===== config.mk =====
export PLATFORM = sky130hd
export DESIGN_NAME = servo_angle_command_pwm
export DESIGN_NICKNAME = d
export VERILOG_FILES = /design/src/rtl/core/sacp_pkg.sv /design/src/rtl/core/servo_angle_command_pwm.sv
export VERILOG_INCLUDE_DIRS = /design/src /design/src/rtl/core
export SDC_FILE = /design/constraint.sdc
export NUM_CORES = 1
export LEC_CHECK = 0
export ABC_AREA = 1
export BUFFER_PORTS_ARGS = -buffer_cell sky130_fd_sc_hd__buf_2
export CAP_MARGIN = 15
export CORE_AREA = 2 2 288 148
export DETAILED_ROUTE_END_ITERATION = 12
export DIE_AREA = 0 0 290 150
export GPL_TIMING_DRIVEN = 0
export PLACE_DENSITY = 0.85
export SYNTH_ARGS = -nofsm -noshare
export SYNTH_HDL_FRONTEND = slang
export SYNTH_SLANG_ARGS = --single-unit

===== constraint.sdc =====
create_clock -name aclk -period 5.5 [get_ports aclk]
set_clock_uncertainty 0.15 [all_clocks]
set_input_delay 1.1 -clock aclk [delete_from_list [all_inputs] [get_ports aclk]]
set_output_delay 1.1 -clock aclk [all_outputs]
set_load 0.01 [all_outputs]

===== src/rtl/core/assert_macros.svh =====
// assertion macros included by servo_angle_command_pwm.sv
`ifndef ASSERT_MACROS_SVH
`define ASSERT_MACROS_SVH

`ifndef SYNTHESIS

// same-cycle implication, disabled while reset is low
`define SACP_ASSERT_NOW(lbl, clk, rstn, ante, cons) \
    lbl: assert property (@(posedge clk) disable iff (!(rstn)) (ante) |-> (cons)) \
        else $error("sacp assertion failed");

// next-cycle implication, disabled while reset is low
`define SACP_ASSERT_NEXT(lbl, clk, rstn, ante, cons) \
    lbl: assert property (@(posedge clk) disable iff (!(rstn)) (ante) |=> (cons)) \
        else $error("sacp assertion failed");

`else

`define SACP_ASSERT_NOW(lbl, clk, rstn, ante, cons)
`define SACP_ASSERT_NEXT(lbl, clk, rstn, ante, cons)

`endif

`endif


===== src/rtl/core/sacp_pkg.sv =====
`default_nettype none

package sacp_pkg;

    // input item operation codes
    localparam logic OP_BYTE = 1'b0;
    localparam logic OP_TICK = 1'b1;

    // result kinds
    localparam logic [1:0] KIND_ACCEPT = 2'd0;
    localparam logic [1:0] KIND_REJECT = 2'd1;
    localparam logic [1:0] KIND_PWM    = 2'd2;

    // configuration register indexes
    localparam logic [1:0] CFG_PERIOD_TICKS = 2'd0;
    localparam logic [1:0] CFG_MIN_PULSE    = 2'd1;
    localparam logic [1:0] CFG_PULSE_SPAN   = 2'd2;

    // ascii codes
    localparam logic [7:0] CHAR_CR    = 8'h0d;
    localparam logic [7:0] CHAR_LF    = 8'h0a;
    localparam logic [7:0] CHAR_ZERO  = 8'h30;
    localparam logic [7:0] CHAR_NINE  = 8'h39;

    // angle and accumulator limits
    localparam logic [7:0] MAX_ANGLE = 8'd180;
    localparam logic [7:0] ACC_MAX   = 8'd255;

    // register reset values
    localparam logic [15:0] PERIOD_TICKS_RST = 16'd39999;
    localparam logic [15:0] MIN_PULSE_RST    = 16'd2000;
    localparam logic [15:0] PULSE_SPAN_RST   = 16'd2000;
    localparam logic [15:0] NEUTRAL_COMPARE  = 16'd3000;

    // divide by 180 as multiply by ceil(2^32 / 180), exact for 24-bit dividends
    localparam int          SCALE_SHIFT = 32;
    localparam int          SCALED_W    = 41;
    localparam logic [24:0] SCALE_MUL   = 25'd23860930;
    localparam logic [SCALED_W-1:0] SPAN_SCALED_RST =
        SCALED_W'(PULSE_SPAN_RST) * SCALED_W'(SCALE_MUL);

    typedef struct packed {
        logic       op;
        logic [7:0] rx_byte;
    } in_item_t;

    typedef struct packed {
        logic [1:0]  kind;
        logic [7:0]  angle;
        logic [15:0] compare_value;
        logic        pwm_out;
    } out_item_t;

endpackage

`default_nettype wire


===== src/rtl/core/servo_angle_command_pwm.sv =====
// output: an accepted item's result is registered and appears in the output register in the next cycle
// throughput: one item per cycle, ticks and bytes alike, while m_ready drains the output register
// pulse width math: span is pre-scaled by 1/180 at config write, one 8 x 41 multiply per item
// reset: synchronous active-low aresetn restores config defaults, neutral compare 3000,
// clears the parse state, the period counter and the output valid
`default_nettype none

`include "assert_macros.svh"

module servo_angle_command_pwm #(
    parameter int COUNTER_BITS = 16
) (
    input  wire logic                aclk,
    input  wire logic                aresetn,

    input  wire logic                s_valid,
    output logic                     s_ready,
    input  wire sacp_pkg::in_item_t  s_data,

    output logic                     m_valid,
    input  wire logic                m_ready,
    output sacp_pkg::out_item_t      m_data,

    input  wire logic                cfg_valid,
    output logic                     cfg_ready,
    input  wire logic [1:0]          cfg_index,
    input  wire logic [15:0]         cfg_data
);

    import sacp_pkg::*;

    localparam int CMP_W = (COUNTER_BITS > 16) ? COUNTER_BITS : 16;
    localparam int PROD_W = SCALED_W + 8;

    // configuration registers
    logic [15:0]         period_ticks_reg;
    logic [15:0]         min_pulse_reg;
    logic [SCALED_W-1:0] span_scaled_reg;

    // block state
    logic [7:0]              acc_reg, acc_next;
    logic                    seen_reg, seen_next;
    logic [15:0]             pending_reg, pending_next;
    logic [15:0]             active_reg, active_next;
    logic [COUNTER_BITS-1:0] count_reg, count_next;

    // output register
    logic      m_valid_reg;
    out_item_t m_data_reg;

    logic      s_xfer;
    logic      res_valid;
    out_item_t res;

    logic [11:0]             acc_dec;
    logic                    is_digit;
    logic                    is_eol;
    logic [PROD_W-1:0]       prod;
    logic [16:0]             cmp_sum;
    logic [15:0]             cmp_sat;
    logic [CMP_W-1:0]        period_ext;
    logic [COUNTER_BITS-1:0] top;
    logic [15:0]             cmp_now;

    assign cfg_ready = 1'b1;
    assign s_ready   = !m_valid_reg || m_ready;
    assign s_xfer    = s_valid && s_ready;
    assign m_valid   = m_valid_reg;
    assign m_data    = m_data_reg;

    // byte decode and arithmetic
    assign is_digit = (s_data.rx_byte >= CHAR_ZERO) && (s_data.rx_byte <= CHAR_NINE);
    assign is_eol   = (s_data.rx_byte == CHAR_CR) || (s_data.rx_byte == CHAR_LF);
    assign acc_dec  = 12'({acc_reg, 3'b000}) + 12'({acc_reg, 1'b0})
                    + 12'(s_data.rx_byte[3:0]);
    assign prod     = PROD_W'(acc_reg) * PROD_W'(span_scaled_reg);
    assign cmp_sum  = 17'(min_pulse_reg) + 17'(prod[SCALE_SHIFT +: 16]);
    assign cmp_sat  = cmp_sum[16] ? 16'hffff : cmp_sum[15:0];

    // pwm period terms
    assign period_ext = CMP_W'(period_ticks_reg);
    assign top        = period_ext[COUNTER_BITS-1:0];
    assign cmp_now    = (count_reg == '0) ? pending_reg : active_reg;

    // next state and result for one item
    always_comb begin
        acc_next     = acc_reg;
        seen_next    = seen_reg;
        pending_next = pending_reg;
        active_next  = active_reg;
        count_next   = count_reg;
        res_valid    = 1'b0;
        res          = '0;
        if (s_data.op == OP_TICK) begin
            active_next  = cmp_now;
            res_valid    = 1'b1;
            res.kind     = KIND_PWM;
            res.pwm_out  = CMP_W'(count_reg) < CMP_W'(cmp_now);
            if (count_reg >= top) begin
                count_next = '0;
            end else begin
                count_next = count_reg + COUNTER_BITS'(1);
            end
        end else if (is_digit) begin
            acc_next  = (acc_dec > 12'(ACC_MAX)) ? ACC_MAX : acc_dec[7:0];
            seen_next = 1'b1;
        end else if (is_eol && !seen_reg) begin
            // line end with no digits is dropped
            res_valid = 1'b0;
        end else if (is_eol && (acc_reg <= MAX_ANGLE)) begin
            acc_next          = '0;
            seen_next         = 1'b0;
            pending_next      = cmp_sat;
            res_valid         = 1'b1;
            res.kind          = KIND_ACCEPT;
            res.angle         = acc_reg;
            res.compare_value = cmp_sat;
        end else begin
            acc_next  = '0;
            seen_next = 1'b0;
            res_valid = 1'b1;
            res.kind  = KIND_REJECT;
        end
    end

    // configuration writes
    always_ff @(posedge aclk) begin
        if (!aresetn) begin
            period_ticks_reg <= PERIOD_TICKS_RST;
            min_pulse_reg    <= MIN_PULSE_RST;
            span_scaled_reg  <= SPAN_SCALED_RST;
        end else if (cfg_valid && cfg_ready) begin
            unique case (cfg_index)
                CFG_PERIOD_TICKS: period_ticks_reg <= cfg_data;
                CFG_MIN_PULSE:    min_pulse_reg    <= cfg_data;
                CFG_PULSE_SPAN:   span_scaled_reg  <= SCALED_W'(cfg_data)
                                                    * SCALED_W'(SCALE_MUL);
                default:          ;
            endcase
        end
    end

    // block state update on each input transfer
    always_ff @(posedge aclk) begin
        if (!aresetn) begin
            acc_reg     <= '0;
            seen_reg    <= 1'b0;
            pending_reg <= NEUTRAL_COMPARE;
            active_reg  <= NEUTRAL_COMPARE;
            count_reg   <= '0;
        end else if (s_xfer) begin
            acc_reg     <= acc_next;
            seen_reg    <= seen_next;
            pending_reg <= pending_next;
            active_reg  <= active_next;
            count_reg   <= count_next;
        end
    end

    // output register
    always_ff @(posedge aclk) begin
        if (!aresetn) begin
            m_valid_reg <= 1'b0;
        end else if (s_ready) begin
            m_valid_reg <= s_xfer && res_valid;
        end
    end

    always_ff @(posedge aclk) begin
        if (s_xfer && res_valid) begin
            m_data_reg <= res;
        end
    end

    // a tick transfer always leaves a pwm result in the output register
    `SACP_ASSERT_NEXT(a_tick_result, aclk, aresetn, s_xfer && (s_data.op == OP_TICK), m_valid && (m_data.kind == KIND_PWM))

    // pending compare only moves on a byte transfer
    `SACP_ASSERT_NOW(a_pending_src, aclk, aresetn, $past(aresetn) && (pending_reg != $past(pending_reg)), $past(s_xfer) && ($past(s_data.op) == OP_BYTE))

    // active compare only moves on a tick at the period start
    `SACP_ASSERT_NOW(a_active_src, aclk, aresetn, $past(aresetn) && (active_reg != $past(active_reg)), $past(s_xfer) && ($past(s_data.op) == OP_TICK) && ($past(count_reg) == '0))

endmodule

`default_nettype wire

==> results of run 1 <==
==> final cells by class <==
class | instances | area [µm²] | area share [%]
Antenna cell | 1 | 2.50 | 0.00819
Tap cell | 550 | 688 | 2.25
Multi-Input combinational cell | 2246 | 20500 | 67.1
Timing Repair Buffer | 176 | 1400 | 4.59
Inverter | 814 | 3070 | 10.0
Buffer | 77 | 788 | 2.58
Clock inverter | 14 | 195 | 0.639
Clock buffer | 18 | 450 | 1.47
Sequential cell | 157 | 3450 | 11.3
==> through the flow <==
stage / utilization (%) / std cells / hold slack (ns) / area, µm² / setup WS (ns)
floorplan: - / 3334 / 0.283 / 25100 / -0.131
global placement: 63.5 / 3944 / 0.302 / 26100 / -1.54
detailed placement: 63.5 / 3945 / 0.307 / 26200 / -1.55
CTS: 69.5 / 4000 / 0.321 / 28600 / -0.743
global route: 74.2 / 4052 / 0.346 / 30600 / -1.06
finish: 74.2 / 4053 / 0.333 / 30600 / -0.958
==> synthesized netlist by cell type (3+ instances only) <==
library cell | number | area (µm²)
buf_4 | 3 | 22.5
buf_1 | 11 | 41.3
a21o_1 | 11 | 82.6
clkbuf_1 | 91 | 342
edfxtp_1 | 27 | 811
inv_2 | 4 | 15.0
buf_6 | 3 | 33.8
a211oi_1 | 3 | 22.5
nand4_1 | 30 | 188
nand2_1 | 774 | 2910
inv_1 | 809 | 3040
o211ai_1 | 23 | 173
nand3b_1 | 6 | 45.0
nor3_2 | 3 | 30.0
a21oi_1 | 208 | 1040
o21ai_0 | 128 | 641
o21a_1 | 14 | 105
nor2_2 | 5 | 31.3
a31oi_1 | 6 | 37.5
a21boi_0 | 6 | 45.0
xor2_1 | 32 | 280
ha_1 | 255 | 3190
o21ai_2 | 5 | 43.8
xnor2_1 | 11 | 96.3
dfxtp_1 | 130 | 2600
nand2_2 | 6 | 37.5
nor3_1 | 25 | 125
buf_2 | 9 | 45.0
nor2_1 | 213 | 800
a21oi_2 | 3 | 26.3
mux2i_1 | 10 | 100
o21ai_1 | 6 | 30.0
fa_1 | 317 | 6350
or2_1 | 3 | 18.8
nand2_4 | 3 | 33.8
nand3_1 | 96 | 480
o21bai_1 | 18 | 135
==> worst min path at each step <==
stage	from	end	cells past startpoint
3_3_place_gp	active_reg[9]	active_reg[9]	2
5_1_grt	pending_reg[0]	pending_reg[0]	2
4_1_cts	pending_reg[6]	pending_reg[6]	2
3_5_place_dp	pending_reg[9]	pending_reg[9]	2
6_report	pending_reg[0]	pending_reg[0]	2
2_1_floorplan	period_ext[6]	period_ext[6]	2
==> critical path, delay by kind of cell (launching register included) <==
family	cells	cell delay [ns]
AO/OA/AOI/OAI	5	0.86
XOR/XNOR	1	0.22
adder cells (fa/ha/maj)	7	2.91
buffers and inverters	9	0.89
flip-flops	1	0.37
AND/OR/NAND/NOR	8	0.91
==> timing repair <==
| action | 4_1_cts | 5_1_grt |
|---|---|---|
| endpoints found under the setup margin | 52 | 52 |
| cloned | 1 | 4 |
| pin swaps | 135 | 212 |
| setup buffers | 61 | 50 |
| gates resized for setup | 347 | 387 |
| endpoints found under the hold margin | 0 | 0 |
==> cell families after synthesis <==
group                      Yosys count
muxes                               10
adders and majority gates          572
AOI/OAI and AO/OA                  442
DFF                                157
xor gates and xnor gates            43
buffers and inverters              932
and+or+nand+nor                   1177
other                                1
==> power by group through the flow <==
stage                     logic, mW  registers, mW  clock network [mW]
after floorplan                3.50           1.29                   0
after global placement         4.91           1.29                   0
after detailed placement       4.95           1.29                   0
after CTS                      5.56           1.36                1.29
after global routing           7.97           1.38                1.35
final                          7.50           1.38                1.30
==> layer usage <==
metal | vias to the layer above | global-route usage [%] | part of all wire [%]
met5 | - | 0 | 0
met4 | 0 | 7.86 | 2.3
met3 | 218 | 20.2 | 18
met2 | 1856 | 50.4 | 38
met1 | 11200 | 57.3 | 41
li1 | 10500 | - | -
==> impl_metrics.ini, run 1 <==
[synthesis]
synth-async-reset-ratio_pct = 0
syn_area_per_cell_um2 = 7.29
seq_area_frac_synth_pct = 14.0
ys_types = 56
synthMuxAreaShare_pct = 0.412
synth_edf_count = 27
yosys.area_share.simple_pct = 19.8
yosys_most_used_dff = dfxtp_1
synth-compound-area-share_pct = 10.3
syn_nets = 3938
synthXorXnorAreaFrac_pct = 1.55
yosysWarningCount = 0
synthAdderAreaFrac_pct = 39.2
synthCells = 3334
synth_top_family_by_area = adder cells
syn_area_um2 = 24300
ys_ff_latch = 157

[worst_setup_path]
critical_path_class = flip-flop to flip-flop
reg2reg_to = m_data[4]
crit_arrival_ns = 6.62
start_kind = flip-flop
rrSetupSlack_ns = -0.96
critPathMaxStageDelay_ns = 0.56
worstPathMaxFanout = 7
critical-path-slowest-cell = fa_1
startpoint = acc_reg[7]
rr_startpoint = acc_reg[7]
worstPathRequired_ns = 5.67
rr_worst_depth = 30
critical_path.endpoint = m_data[4]
endpoint_kind = flip-flop

[drt]
drtPass1Iterations = 6
vias = 23700
vias_per_cell = 5.86
initialDrtViolationCount = 3228
routed_wl_mm = 88.8
ant_nets = 0
drc_errors = 0
post_drt_wl_per_cell_um = 21.9

[placed_design]
port-buffer-count = 60
post-dp-hpwl_mm = 67.0
routabilityCongestion = 1.03

[run_status]
failed_checks = setup timing
status = complete, but fails checks

[finish]
final_cell_mix = inv_1, nand2_1, fa_1, ha_1, nor2_1
area_growth_pct = 25.7
n_fill_cell = 2913
drive_gt1_share_pct = 23.3
largest_reg_flops = 40
final_net_count = 4093
layout.cells.most_common = inv_1

[timing]
worst_pin_slew_ns = 1.01
slew_headroom_pct = 32.6
final-max-slew-violation-count = 0
layout_setup_ws_ns = -0.958
fin_crit_sh_pct = 117
rsz0062_at_grt = yes
tns_ns = -27.19
min_period_ns = 6.46
hold_viol_final = 0
setup_viol = 32
fmax_mhz = 155

[pwr]
leakage_nw = 16.5
clkPwrFrac_pct = 12.8
intPower_mw = 4.75
p_per_area_nw_per_um2 = 333
ir_drop_uv = 639
finalPower_mw = 10.2
switching_share_pct = 53.4
power_switching_mw = 5.44
p_seq_share_pct = 13.6
combPwrFrac_pct = 73.6

[global_routing]
grt_max_degree = 19
grt_overflow = 0
antenna_found_initial = 1
grt_pass1_wl_mm = 129
first_global_vias = 22200
grtUsageTotal_pct = 39.2

[die]
die_area_um2 = 43500
top_level_ports = 62
num_rows = 53
die_h_um = 150
start_util_pct = 59.0
die_w_um = 290
coreArea_um2 = 41200

[cts]
clock_latency_ns = 0.45
cts_tree = built
path_clk_slew_ns = 0.08
cts_buffers = 17
cts-root-buf = clkbuf_16
clock_path_buffers = 2
clkSinkCount = 157
h-tree-depth = 4
hold_buffers = 0

[worst_hold_path]
hold_class = flip-flop to flip-flop

[job]
cap_violations = 0
No activity file was read; power rests on OpenSTA's default activity.
==> inputs of run 2 (changes only) <==
--- a/config.mk
+++ b/config.mk
@@ -9,9 +9,9 @@
 export ABC_AREA = 1
 export BUFFER_PORTS_ARGS = -buffer_cell sky130_fd_sc_hd__buf_2
 export CAP_MARGIN = 15
-export CORE_AREA = 2 2 288 148
+export CORE_AREA = 2 2 195 217
 export DETAILED_ROUTE_END_ITERATION = 12
-export DIE_AREA = 0 0 290 150
+export DIE_AREA = 0 0 197 219
 export GPL_TIMING_DRIVEN = 0
 export PLACE_DENSITY = 0.85
 export SYNTH_ARGS = -nofsm -noshare
==> run 2 against run 1 <==
  * The flow still finishes with violations (setup timing)
  * Critical path depth is 2 lower
  * First-iteration DRC count shrank 23%
  * Sequential power about the same
  * Critical path type unchanged
  * Power fell by 5.0%
  * Register-to-register slack worse by 0.14 ns
  * Critical endpoint is now m_data[2]
  * Flip-flop and latch count did not move
  * Via count decreased by 0.18%
  * Maximum frequency shrank 2.1%
  * Die area fell by 0.82%
  * Worst hold slack got worse by 0.014 ns
==> impl_metrics.ini, run 2 (synthesis results as in run 1) <==
[run_status]
status = complete, but fails checks
failed_checks = setup timing

[drt]
drc_errors = 0
routed_wl_mm = 82.7
initialDrtViolationCount = 2483
drtPass1Iterations = 7
post_drt_wl_per_cell_um = 20.7
vias = 23700
vias_per_cell = 5.92
ant_nets = 0

[timing]
fmax_mhz = 152
min_period_ns = 6.59
tns_ns = -30.81
layout_setup_ws_ns = -1.09
fin_crit_sh_pct = 120
hold_viol_final = 0
fin_hold_ws_ns = 0.319
final-max-slew-violation-count = 0
rsz0062_at_grt = yes
worst_pin_slew_ns = 0.923
setup_viol = 35
slew_headroom_pct = 38.0

[pwr]
combPwrFrac_pct = 72.6
power_switching_mw = 4.97
clkPwrFrac_pct = 13.2
p_per_area_nw_per_um2 = 326
switching_share_pct = 51.3
ir_drop_uv = 638
leakage_nw = 16.3
intPower_mw = 4.71
p_seq_share_pct = 14.2

[global_routing]
grt_max_degree = 27
antenna_found_initial = 1
first_global_vias = 23300
grt_pass1_wl_mm = 118
grtUsageTotal_pct = 35.1
grt_overflow = 0

[cts]
clkSinkCount = 157
clock_path_buffers = 2
cts-root-buf = clkbuf_16
path_clk_slew_ns = 0.07
cts_buffers = 17
clock_latency_ns = 0.46
h-tree-depth = 4
hold_buffers = 0
cts_tree = built

[die]
start_util_pct = 59.6
num_rows = 78
die_h_um = 219
coreArea_um2 = 40800
die_area_um2 = 43100
top_level_ports = 62
die_w_um = 197

[placed_design]
routabilityCongestion = 1.04
port-buffer-count = 60
post-dp-hpwl_mm = 57.4

[finish]
final_cell_mix = inv_1, nand2_1, fa_1, ha_1, nor2_1
layout.cells.most_common = inv_1
n_fill_cell = 2671
largest_reg_flops = 40
multi_input_area_um2 = 19900
area_growth_pct = 22.1
layout.area.seq_um2 = 3450
drive_gt1_share_pct = 20.7
final_net_count = 4074

[worst_setup_path]
worstPathMaxFanout = 10
critPathMaxStageDelay_ns = 0.68
crit_family = adder cells
critical-path-slowest-cell = o21ai_1
crit_buf_inv = 7
endpoint_kind = flip-flop
crit_arrival_ns = 6.66
worstPathRequired_ns = 5.56
start_kind = flip-flop
critical_path_class = flip-flop to flip-flop

[job]
cap_violations = 0

[worst_hold_path]
hold_class = flip-flop to flip-flop
run 2: cell types whose count changed in the layout (fill, tap and decap cells not counted), moves of 8 or more:
cell | before | now
nor2_2 | 29 | 37
a21oi_1 | 132 | 141
nor2_4 | 47 | 33
nand2_1 | 671 | 686
a21oi_4 | 34 | 22
nand2_2 | 71 | 60
buf_4 | 103 | 84
inv_1 | 753 | 773
nand3_1 | 69 | 78
inv_2 | 56 | 39
run 2: layer usage:
layer / part of all wire (%) / global-route usage (%)
met3: 9.9 / 5.82
met2: 46 / 60.0
met1: 34 / 39.9
met5: 0 / 0
met4: 10 / 25.6
run 2: per-stage QoR:
step | util (%) | instances | total power [mW] | instance area (µm²) | worst slack (ns)
6_report | 72.7 | 4004 | 9.68 | 29700 | -1.09
5_1_grt | 72.7 | 4003 | 10.2 | 29700 | -1.25
4_1_cts | 67.7 | 3950 | 8.02 | 27600 | -0.639
3_5_place_dp | 64.1 | 3915 | 6.32 | 26100 | -1.15
3_3_place_gp | 64.0 | 3914 | 6.25 | 26100 | -1.11
2_1_floorplan | - | 3334 | 4.79 | 25100 | -0.131
run 2: power groups by stage:
stage / sequential [mW] / clock [mW] / combinational [mW]
floorplan: 1.29 / 0 / 3.50
global placement: 1.28 / 0 / 4.97
detailed placement: 1.29 / 0 / 5.03
CTS: 1.34 / 1.27 / 5.40
global route: 1.37 / 1.32 / 7.51
finish: 1.37 / 1.28 / 7.03
run 2: area by class of cell:
class	instances	area share, %
diodes	1	0.00843
plain buffers	78	2.56
clock buffers	17	1.43
clock inverters	15	0.675
inverters	814	10.3
multi-input cells	2246	67.0
flip-flops and latches	157	11.6
well taps	520	2.19
repair buffers	156	4.18
run 2: final timing paths:
path | start | end | slack [ns] | depth (start not counted)
max | acc_reg[2] | m_data[2] | -1.09 | 28
min reg2reg | period_ext[7] | period_ext[7] | 0.32 | 2
max reg2reg | acc_reg[2] | m_data[2] | -1.09 | 28
min | period_ext[7] | period_ext[7] | 0.32 | 2
run 2: worst min-delay path, cell delays in order (launching register included):
cell,delay [ns]
dfxtp_1,0.30
inv_1,0.07
a21oi_1,0.06
run 2: what timing repair did:
action | CTS | global route
cloned | 1 | 8
setup buffers | 33 | 54
resized for setup | 189 | 398
pin swaps | 80 | 191
setup endpoints to repair | 49 | 54
